<file path="config.mk">
export PLATFORM = sky130hd
export DESIGN_NAME = state_space_predict_step
export DESIGN_NICKNAME = d
export VERILOG_FILES = /design/src/rtl/ssps_pkg.sv /design/src/rtl/state_space_predict_step.sv
export SDC_FILE = /design/constraint.sdc
export NUM_CORES = 2
export LEC_CHECK = 0
export BUFFER_PORTS_ARGS = -buffer_cell sky130_fd_sc_hd__buf_2
export CAP_MARGIN = 25
export CELL_PAD_IN_SITES_DETAIL_PLACEMENT = 1
export CELL_PAD_IN_SITES_GLOBAL_PLACEMENT = 1
export CORE_ASPECT_RATIO = 1.5
export CORE_MARGIN = 2
export CORE_UTILIZATION = 35
export CTS_BUF_LIST = sky130_fd_sc_hd__clkbuf_4 sky130_fd_sc_hd__clkbuf_8
export CTS_CLUSTER_SIZE = 12
export DETAILED_ROUTE_END_ITERATION = 7
export PLACE_DENSITY = 0.56
export SYNTH_ARGS = -nofsm -noshare
export SYNTH_HDL_FRONTEND = slang
export SYNTH_SLANG_ARGS = --single-unit
</file>
<file path="constraint.sdc">
create_clock -name clk -period 15.9 [get_ports clk]
set_input_delay 0 -clock clk [delete_from_list [all_inputs] [get_ports clk]]
set_output_delay 0 -clock clk [all_outputs]
set_load 0.02 [all_outputs]
</file>
<file path="src/rtl/ssps_pkg.sv">
// shared types and constants for the state space predict step block
// opcodes, sequencer states and default sizes; no dependencies
package ssps_pkg;

	localparam int DATA_W = 32;
	localparam int IDX_W  = 4;

	localparam int STATE_SIZE_DEF = 4;
	localparam int DRIVE_SIZE_DEF = 4;
	localparam int FRAC_BITS_DEF  = 16;

	typedef enum logic [1:0] {
		OP_LOAD_F = 2'd0,
		OP_LOAD_B = 2'd1,
		OP_SET_X  = 2'd2,
		OP_DRIVE  = 2'd3
	} op_t;

	typedef enum logic [1:0] {
		ST_IDLE,
		ST_ISSUE,
		ST_DRAIN,
		ST_EMIT
	} st_t;

endpackage

</file>
<file path="src/rtl/state_space_predict_step.sv">
// x := F*x + B*u in signed fixed point, one multiply-accumulate per cycle while a row is issued
// a write item is taken while idle; a drive item with last starts an update that, per
// row, issues each F entry and then each B entry of that row, one per cycle, then drains
// the pipeline and emits the row once the output register is free or being read
// results leave through an output register, one per row; input is stalled during update
// reset clears F, B (through per-entry valid bits), x, u and all control state
module state_space_predict_step #(
	parameter int STATE_SIZE = ssps_pkg::STATE_SIZE_DEF,
	parameter int DRIVE_SIZE = ssps_pkg::DRIVE_SIZE_DEF,
	parameter int FRAC_BITS  = ssps_pkg::FRAC_BITS_DEF
) (
	input  logic                                 clk,
	input  logic                                 arst_n,
	input  logic                                 in_valid,
	output logic                                 in_stall,
	input  logic [1:0]                           opcode,
	input  logic [ssps_pkg::IDX_W-1:0]           row,
	input  logic [ssps_pkg::IDX_W-1:0]           col,
	input  logic signed [ssps_pkg::DATA_W-1:0]   value,
	input  logic                                 last,
	output logic                                 out_valid,
	input  logic                                 out_stall,
	output logic [ssps_pkg::IDX_W-1:0]           index,
	output logic signed [ssps_pkg::DATA_W-1:0]   state_value,
	output logic                                 final_res
);

	localparam int DW   = ssps_pkg::DATA_W;
	localparam int IW   = ssps_pkg::IDX_W;
	localparam int FN   = STATE_SIZE * STATE_SIZE;
	localparam int BN   = STATE_SIZE * DRIVE_SIZE;
	localparam int FAW  = (FN > 1) ? $clog2(FN) : 1;
	localparam int BAW  = (BN > 1) ? $clog2(BN) : 1;
	localparam int XW   = (STATE_SIZE > 1) ? $clog2(STATE_SIZE) : 1;
	localparam int UW   = (DRIVE_SIZE > 1) ? $clog2(DRIVE_SIZE) : 1;
	localparam int PW   = 2 * DW;
	localparam int RW   = PW + 1 - FRAC_BITS;
	localparam int AW   = RW + $clog2(STATE_SIZE + DRIVE_SIZE) + 1;
	localparam logic signed [AW-1:0] SAT_HI = AW'(64'sh0000_0000_7fff_ffff);
	localparam logic signed [AW-1:0] SAT_LO = AW'(-64'sh0000_0000_8000_0000);
	localparam logic signed [PW:0]   RND_HALF = (PW+1)'(1) <<< (FRAC_BITS - 1);

	ssps_pkg::st_t state_q, state_nxt;
	ssps_pkg::op_t op;

	logic in_xfer, out_xfer, start, issue, emit_go, row_last;

	// coefficient memories with per-entry valid bits standing in for the zero reset
	logic signed [DW-1:0] f_mem [FN];
	logic signed [DW-1:0] b_mem [BN];
	logic [FN-1:0]        f_vld_q;
	logic [BN-1:0]        b_vld_q;
	logic                 f_we, b_we;
	logic [FAW-1:0]       f_waddr;
	logic [BAW-1:0]       b_waddr;

	logic signed [DW-1:0] x_q   [STATE_SIZE];
	logic signed [DW-1:0] u_q   [DRIVE_SIZE];
	logic signed [DW-1:0] nxt_q [STATE_SIZE];

	// sequencer
	logic           phase_q;
	logic [IW-1:0]  idx_q;
	logic [IW-1:0]  row_q;
	logic [FAW-1:0] f_addr_q;
	logic [BAW-1:0] b_addr_q;

	// datapath pipeline
	logic                 v_s1, v_s2, v_s3;
	logic                 phase_s1, f_ok_s1, b_ok_s1;
	logic signed [DW-1:0] f_rd_s1, b_rd_s1, opnd_s1;
	logic signed [DW-1:0] coef;
	logic signed [PW-1:0] prod_s2;
	logic signed [PW:0]   psum;
	logic signed [RW-1:0] rnd_s3;
	logic signed [AW-1:0] acc_q;
	logic signed [DW-1:0] sat;

	logic                 out_valid_q, final_q;
	logic [IW-1:0]        index_q;
	logic signed [DW-1:0] value_q;

	assign op       = ssps_pkg::op_t'(opcode);
	assign in_xfer  = in_valid && !in_stall;
	assign out_xfer = out_valid_q && !out_stall;
	assign start    = in_xfer && (op == ssps_pkg::OP_DRIVE) && last;
	assign row_last = (row_q == IW'(STATE_SIZE - 1));

	// next state
	always_comb begin
		state_nxt = state_q;
		unique case (state_q)
			ssps_pkg::ST_IDLE: begin
				if (start)
					state_nxt = ssps_pkg::ST_ISSUE;
			end
			ssps_pkg::ST_ISSUE: begin
				if (phase_q && idx_q == IW'(DRIVE_SIZE - 1))
					state_nxt = ssps_pkg::ST_DRAIN;
			end
			ssps_pkg::ST_DRAIN: begin
				if (!v_s1 && !v_s2 && !v_s3)
					state_nxt = ssps_pkg::ST_EMIT;
			end
			ssps_pkg::ST_EMIT: begin
				if (emit_go)
					state_nxt = row_last ? ssps_pkg::ST_IDLE : ssps_pkg::ST_ISSUE;
			end
			default: state_nxt = ssps_pkg::ST_IDLE;
		endcase
	end

	// outputs of the sequencer
	always_comb begin
		in_stall = (state_q != ssps_pkg::ST_IDLE);
		issue    = (state_q == ssps_pkg::ST_ISSUE);
		emit_go  = (state_q == ssps_pkg::ST_EMIT) && (!out_valid_q || !out_stall);
	end

	always_ff @(posedge clk or negedge arst_n) begin
		if (!arst_n)
			state_q <= ssps_pkg::ST_IDLE;
		else
			state_q <= state_nxt;
	end

	// write decode
	always_comb begin
		f_we    = 1'b0;
		b_we    = 1'b0;
		f_waddr = FAW'(32'(row) * STATE_SIZE + 32'(col));
		b_waddr = BAW'(32'(row) * DRIVE_SIZE + 32'(col));
		if (in_xfer) begin
			unique case (op)
				ssps_pkg::OP_LOAD_F: f_we = (32'(row) < STATE_SIZE) && (32'(col) < STATE_SIZE);
				ssps_pkg::OP_LOAD_B: b_we = (32'(row) < STATE_SIZE) && (32'(col) < DRIVE_SIZE);
				ssps_pkg::OP_SET_X:  ;
				ssps_pkg::OP_DRIVE:  ;
			endcase
		end
	end

	always_ff @(posedge clk) begin
		if (f_we)
			f_mem[f_waddr] <= value;
		f_rd_s1 <= f_mem[f_addr_q];
	end

	always_ff @(posedge clk) begin
		if (b_we)
			b_mem[b_waddr] <= value;
		b_rd_s1 <= b_mem[b_addr_q];
	end

	always_ff @(posedge clk or negedge arst_n) begin
		if (!arst_n) begin
			f_vld_q <= '0;
			b_vld_q <= '0;
		end else begin
			if (f_we)
				f_vld_q[f_waddr] <= 1'b1;
			if (b_we)
				b_vld_q[b_waddr] <= 1'b1;
		end
	end

	// state and drive vectors; new state commits when the last row is sent
	always_ff @(posedge clk or negedge arst_n) begin
		if (!arst_n) begin
			for (int i = 0; i < STATE_SIZE; i++)
				x_q[i] <= '0;
			for (int i = 0; i < DRIVE_SIZE; i++)
				u_q[i] <= '0;
		end else begin
			if (in_xfer && op == ssps_pkg::OP_SET_X && 32'(row) < STATE_SIZE)
				x_q[row[XW-1:0]] <= value;
			if (in_xfer && op == ssps_pkg::OP_DRIVE && 32'(row) < DRIVE_SIZE)
				u_q[row[UW-1:0]] <= value;
			if (emit_go && row_last) begin
				for (int i = 0; i < STATE_SIZE; i++)
					x_q[i] <= (i == STATE_SIZE - 1) ? sat : nxt_q[i];
			end
		end
	end

	always_ff @(posedge clk) begin
		if (emit_go)
			nxt_q[row_q[XW-1:0]] <= sat;
	end

	// issue counters walk F then B row major, so addresses just count up
	always_ff @(posedge clk or negedge arst_n) begin
		if (!arst_n) begin
			phase_q  <= 1'b0;
			idx_q    <= '0;
			row_q    <= '0;
			f_addr_q <= '0;
			b_addr_q <= '0;
		end else begin
			if (start) begin
				phase_q  <= 1'b0;
				idx_q    <= '0;
				row_q    <= '0;
				f_addr_q <= '0;
				b_addr_q <= '0;
			end else if (issue) begin
				if (!phase_q) begin
					f_addr_q <= f_addr_q + 1'b1;
					if (idx_q == IW'(STATE_SIZE - 1)) begin
						phase_q <= 1'b1;
						idx_q   <= '0;
					end else begin
						idx_q <= idx_q + 1'b1;
					end
				end else begin
					b_addr_q <= b_addr_q + 1'b1;
					if (idx_q != IW'(DRIVE_SIZE - 1))
						idx_q <= idx_q + 1'b1;
				end
			end else if (emit_go) begin
				phase_q <= 1'b0;
				idx_q   <= '0;
				row_q   <= row_q + 1'b1;
			end
		end
	end

	// datapath control
	always_ff @(posedge clk or negedge arst_n) begin
		if (!arst_n) begin
			v_s1 <= 1'b0;
			v_s2 <= 1'b0;
			v_s3 <= 1'b0;
		end else begin
			v_s1 <= issue;
			v_s2 <= v_s1;
			v_s3 <= v_s2;
		end
	end

	always_ff @(posedge clk) begin
		phase_s1 <= phase_q;
		f_ok_s1  <= f_vld_q[f_addr_q];
		b_ok_s1  <= b_vld_q[b_addr_q];
		opnd_s1  <= phase_q ? u_q[idx_q[UW-1:0]] : x_q[idx_q[XW-1:0]];
	end

	// never written entries read as zero
	always_comb begin
		if (phase_s1)
			coef = b_ok_s1 ? b_rd_s1 : '0;
		else
			coef = f_ok_s1 ? f_rd_s1 : '0;
	end

	assign psum = {prod_s2[PW-1], prod_s2} + RND_HALF;

	always_ff @(posedge clk) begin
		prod_s2 <= coef * opnd_s1;
		rnd_s3  <= psum[PW:FRAC_BITS];
	end

	always_ff @(posedge clk) begin
		if (emit_go || start)
			acc_q <= '0;
		else if (v_s3)
			acc_q <= acc_q + {{(AW-RW){rnd_s3[RW-1]}}, rnd_s3};
	end

	always_comb begin
		if (acc_q > SAT_HI)
			sat = SAT_HI[DW-1:0];
		else if (acc_q < SAT_LO)
			sat = SAT_LO[DW-1:0];
		else
			sat = acc_q[DW-1:0];
	end

	// output register
	always_ff @(posedge clk or negedge arst_n) begin
		if (!arst_n)
			out_valid_q <= 1'b0;
		else if (emit_go)
			out_valid_q <= 1'b1;
		else if (out_xfer)
			out_valid_q <= 1'b0;
	end

	always_ff @(posedge clk) begin
		if (emit_go) begin
			index_q <= row_q;
			value_q <= sat;
			final_q <= row_last;
		end
	end

	assign out_valid   = out_valid_q;
	assign index       = index_q;
	assign state_value = value_q;
	assign final_res   = final_q;

endmodule
</file>
==> results by group <==
Floorplanning
  – # rows: 243
  – DIE WIDTH: 446 µm
  – Die height: 667 µm
  – Ports: 86
  – Starting Density: 0.352
  – Core outline area: 292000 µm²
  – Die area: 298000 µm²

Critical path
  – WS Path Type: reg -> reg
  – CP endpoint kind: flip-flop
  – Buf/Inv on CP: 6
  – R2r setup slk: 5.82 ns
  – WP data required: 16.69 ns
  – CP startpoint kind: flip-flop
  – Crit Path Max Fanout: 32
  – Critical Path Max Stage Delay: 1.00 ns
  – CP dominant cell by count: fa_1
  – WP data arrival: 10.87 ns
  – Critical-path top delay cell: fa_1
  – Worst path top cell family by delay: adder cells

Pwr
  – Seq pwr share: 0.412
  – Clk network pwr share: 0.269
  – Logic gate share of total power: 0.319
  – Maximum VDD drop: 0.0913 mV
  – Pwr Density: 126 nW/µm²
  – Sw frac: 0.348
  – Leakage power: 46.9 nW
  – Internal: 0.00933 W
  – P_sw: 0.00499 W

STA
  – Slew margin rel.: 0.325
  – Worst Tran Pin Value: 1.01 ns
  – Fin Setup TNS: 0 ns
  – Setup ws final: 5.82 ns
  – Final hold vios: 0
  – Layout Skew: 0.0975 ns
  – F_max: 0.0992 GHz
  – Fin crit share: 0.634
  – Final min period: 10.08 ns
  – RSZ-0062 raised after global routing: no
  – Slew Viols, Final: 0
  – Count of final setup violators: 0

Final layout
  – # fillers: 30300
  – Layout cell share with drive strength beyond 1: 0.172
  – Post-route cell area: 114000 µm²
  – Layout Cells excl Fill: 11700
  – P&R area growth vs syn: 10.9%
  – Most frequent cells in the layout: edfxtp_1, fa_1, inv_1, nand2_1, and2_1
  – Most common cell after layout, fill and taps aside: edfxtp_1
  – Nets: 9055

Clock tree
  – Worst-Skew Late Latency: 0.95 ns
  – Sink Count: 1718
  – CTS buffer count: 275
  – Root buffer cell: clkbuf_8
  – H-tree depth: 5
  – Clk buf depth: 4
  – Clock Pin Slew Worst Setup and Hold Paths: 0.06 ns
  – CTS tree: built
  – Buffer count from post-CTS setup fixing: 0
  – Number of hold buffers added after CTS: 42
  – Post-CTS sizing: 0

Synthesis
  – Syn Area/Cell: 13.7 µm²
  – Primary FF master, synth: edfxtp_1
  – Seq/Total Area, Yosys: 0.463
  – Ys async rst share: 0.181
  – Synth Net Count: 8892
  – Synthesized area: 103000 µm²
  – YS warnings: 0
  – Distinct cell type count after synthesis: 74
  – Post-synth top area share: 0.338
  – Mapped Cells: 7517
  – Ranking of synthesized cells by area: edfxtp_1, fa_1, mux4_2
  – EDFF count, synth: 1157
  – Flops & latches, synth: 1718
  – Post-synth top area cell: edfxtp_1

Route
  – Post-route ant nets: 0
  – Initial DRC Count: 3197
  – DRT Pass-1 Iters: 5
  – Final wirelength: 302 mm
  – DRC Markers: 0
  – Avg Vias per Cell: 5.10
  – DR WL/cell: 25.8 µm
  – Via count: 59600

GRT
  – Grt ovf: 0
  – Largest net degree at the start of global routing: 105
  – First-pass GRT wire length: 456 mm
  – Tot GR Track Use: 0.207
  – Initial antenna violation count: 28
  – Vias in the first global route: 69500

Placed design
  – Number of port buffers: 85
  – Dpl cells: 11200
  – Placed cell area: 108000 µm²
  – GPL Wtd Cong: 0.827
  – Post-DP HPWL: 209 mm
  – Dpl ws: 5.64 ns

Job
  – Max Cap Violations: 0

Worst hold path
  – Worst hold path type: in -> reg

Status
  – Status: finished clean
cells in the mapped netlist, drive strengths merged (18+ instances only):
| cell type | instances |
|---|---|
| nor2b | 19 |
| xnor2 | 107 |
| nand3 | 65 |
| fa | 1082 |
| mux4 | 394 |
| xor2 | 50 |
| a21o | 60 |
| o21ai | 202 |
| inv | 983 |
| dfrtp | 311 |
| dfxtp | 250 |
| edfxtp | 1157 |
| mux2 | 161 |
| nand4 | 26 |
| a21oi | 112 |
| or2 | 43 |
| ha | 246 |
| and3 | 22 |
| a22o | 32 |
| nor3 | 18 |
| nand2 | 780 |
| mux2i | 172 |
| and2 | 516 |
| nor2 | 169 |
| buf | 57 |
| clkbuf | 332 |
kinds of logic after synthesis:
logic type               count (synthesis)  synth area share
AO/OA/AOI/OAI                          509            0.0311
AND/OR/NAND/NOR                       1706            0.0803
buffers and inverters                 1372            0.0502
multiplexers                           727             0.121
flip-flops                            1718             0.463
adder cells (fa/ha/maj)               1328             0.241
XOR/XNOR                               157            0.0134
power groups by stage:
stage | Sequential, W | Combinational, W | Clock, W
finish | 0.00590 | 0.00456 | 0.00385
global route | 0.00597 | 0.00497 | 0.00416
CTS | 0.00591 | 0.00467 | 0.00399
detailed placement | 0.00600 | 0.00462 | 0
global placement | 0.00600 | 0.00458 | 0
floorplan | 0.00570 | 0.00310 | 0
path summary, 6_finish.rpt:
kind	cells past startpoint	endpoint	startpoint
setup / recovery	29	prod_s2[63]$_DFF_P_	phase_s1$_DFF_P_
hold / removal	5	f_addr_q[2]$_DFFE_PN0P_	in_valid
setup reg to reg	29	prod_s2[63]$_DFF_P_	phase_s1$_DFF_P_
hold reg to reg	0	v_s3$_DFF_PN0_	v_s2$_DFF_PN0_
max in group asynchronous	7	x_q[8]$_DFFE_PN0P_	arst_n
min in group asynchronous	4	b_addr_q[1]$_DFFE_PN0P_	arst_n
per-stage QoR:
stage	total power, W	hold WS, ns	utilization
after floorplan	0.00880	-0.296	-
after detailed placement	0.0106	0.138	0.369
after CTS	0.0146	0.0300	0.390
after global routing	0.0151	0.0885	0.390
final	0.0143	0.0937	0.390
after global placement	0.0106	0.131	0.369
worst reg2reg max path, delay by kind of cell, from the launching register on:
family / cells / cell delay [ns]
fa+ha+maj: 9 / 4.77
simple gates: 5 / 1.66
compound gates: 8 / 1.66
xor+xnor: 1 / 0.07
flops: 1 / 0.30
buf+inv: 6 / 1.52
state kept, by name, summed over array words and instances, names as in the netlist, 2 cells and up:
signal	flops
b_vld_q	16
state_q	2
state_value	32
x_q	128
f_vld_q	16
acc_q	53
nxt_q	96
b_mem	512
f_addr_q	4
index	4
f_rd_s1	32
b_addr_q	4
b_rd_s1	32
u_q	128
rnd_s3	49
idx_q	4
prod_s2	49
row_q	4
f_mem	512
opnd_s1	32
routing by layer:
layer	share of wire	track usage	up-vias
li1	-	-	25600
met1	0.38	0.238	32300
met2	0.55	0.391	1180
met3	0.029	0.0209	540
met4	0.043	0.0830	6
met5	0.00014	0	-
area by class of cell:
class                           instances  area [µm²]  area share
Clock buffer                          384        4780      0.0420
Inverter                              983        3690      0.0324
Clock inverter                        108         722     0.00634
Sequential cell                      1718       47600       0.418
Antenna cell                            8        20.0    0.000176
Tap cell                             3797        4750      0.0418
Timing Repair Buffer                  275        2000      0.0176
Multi-Input combinational cell       4427       50200       0.442
No activity file was read; power rests on OpenSTA's default activity.
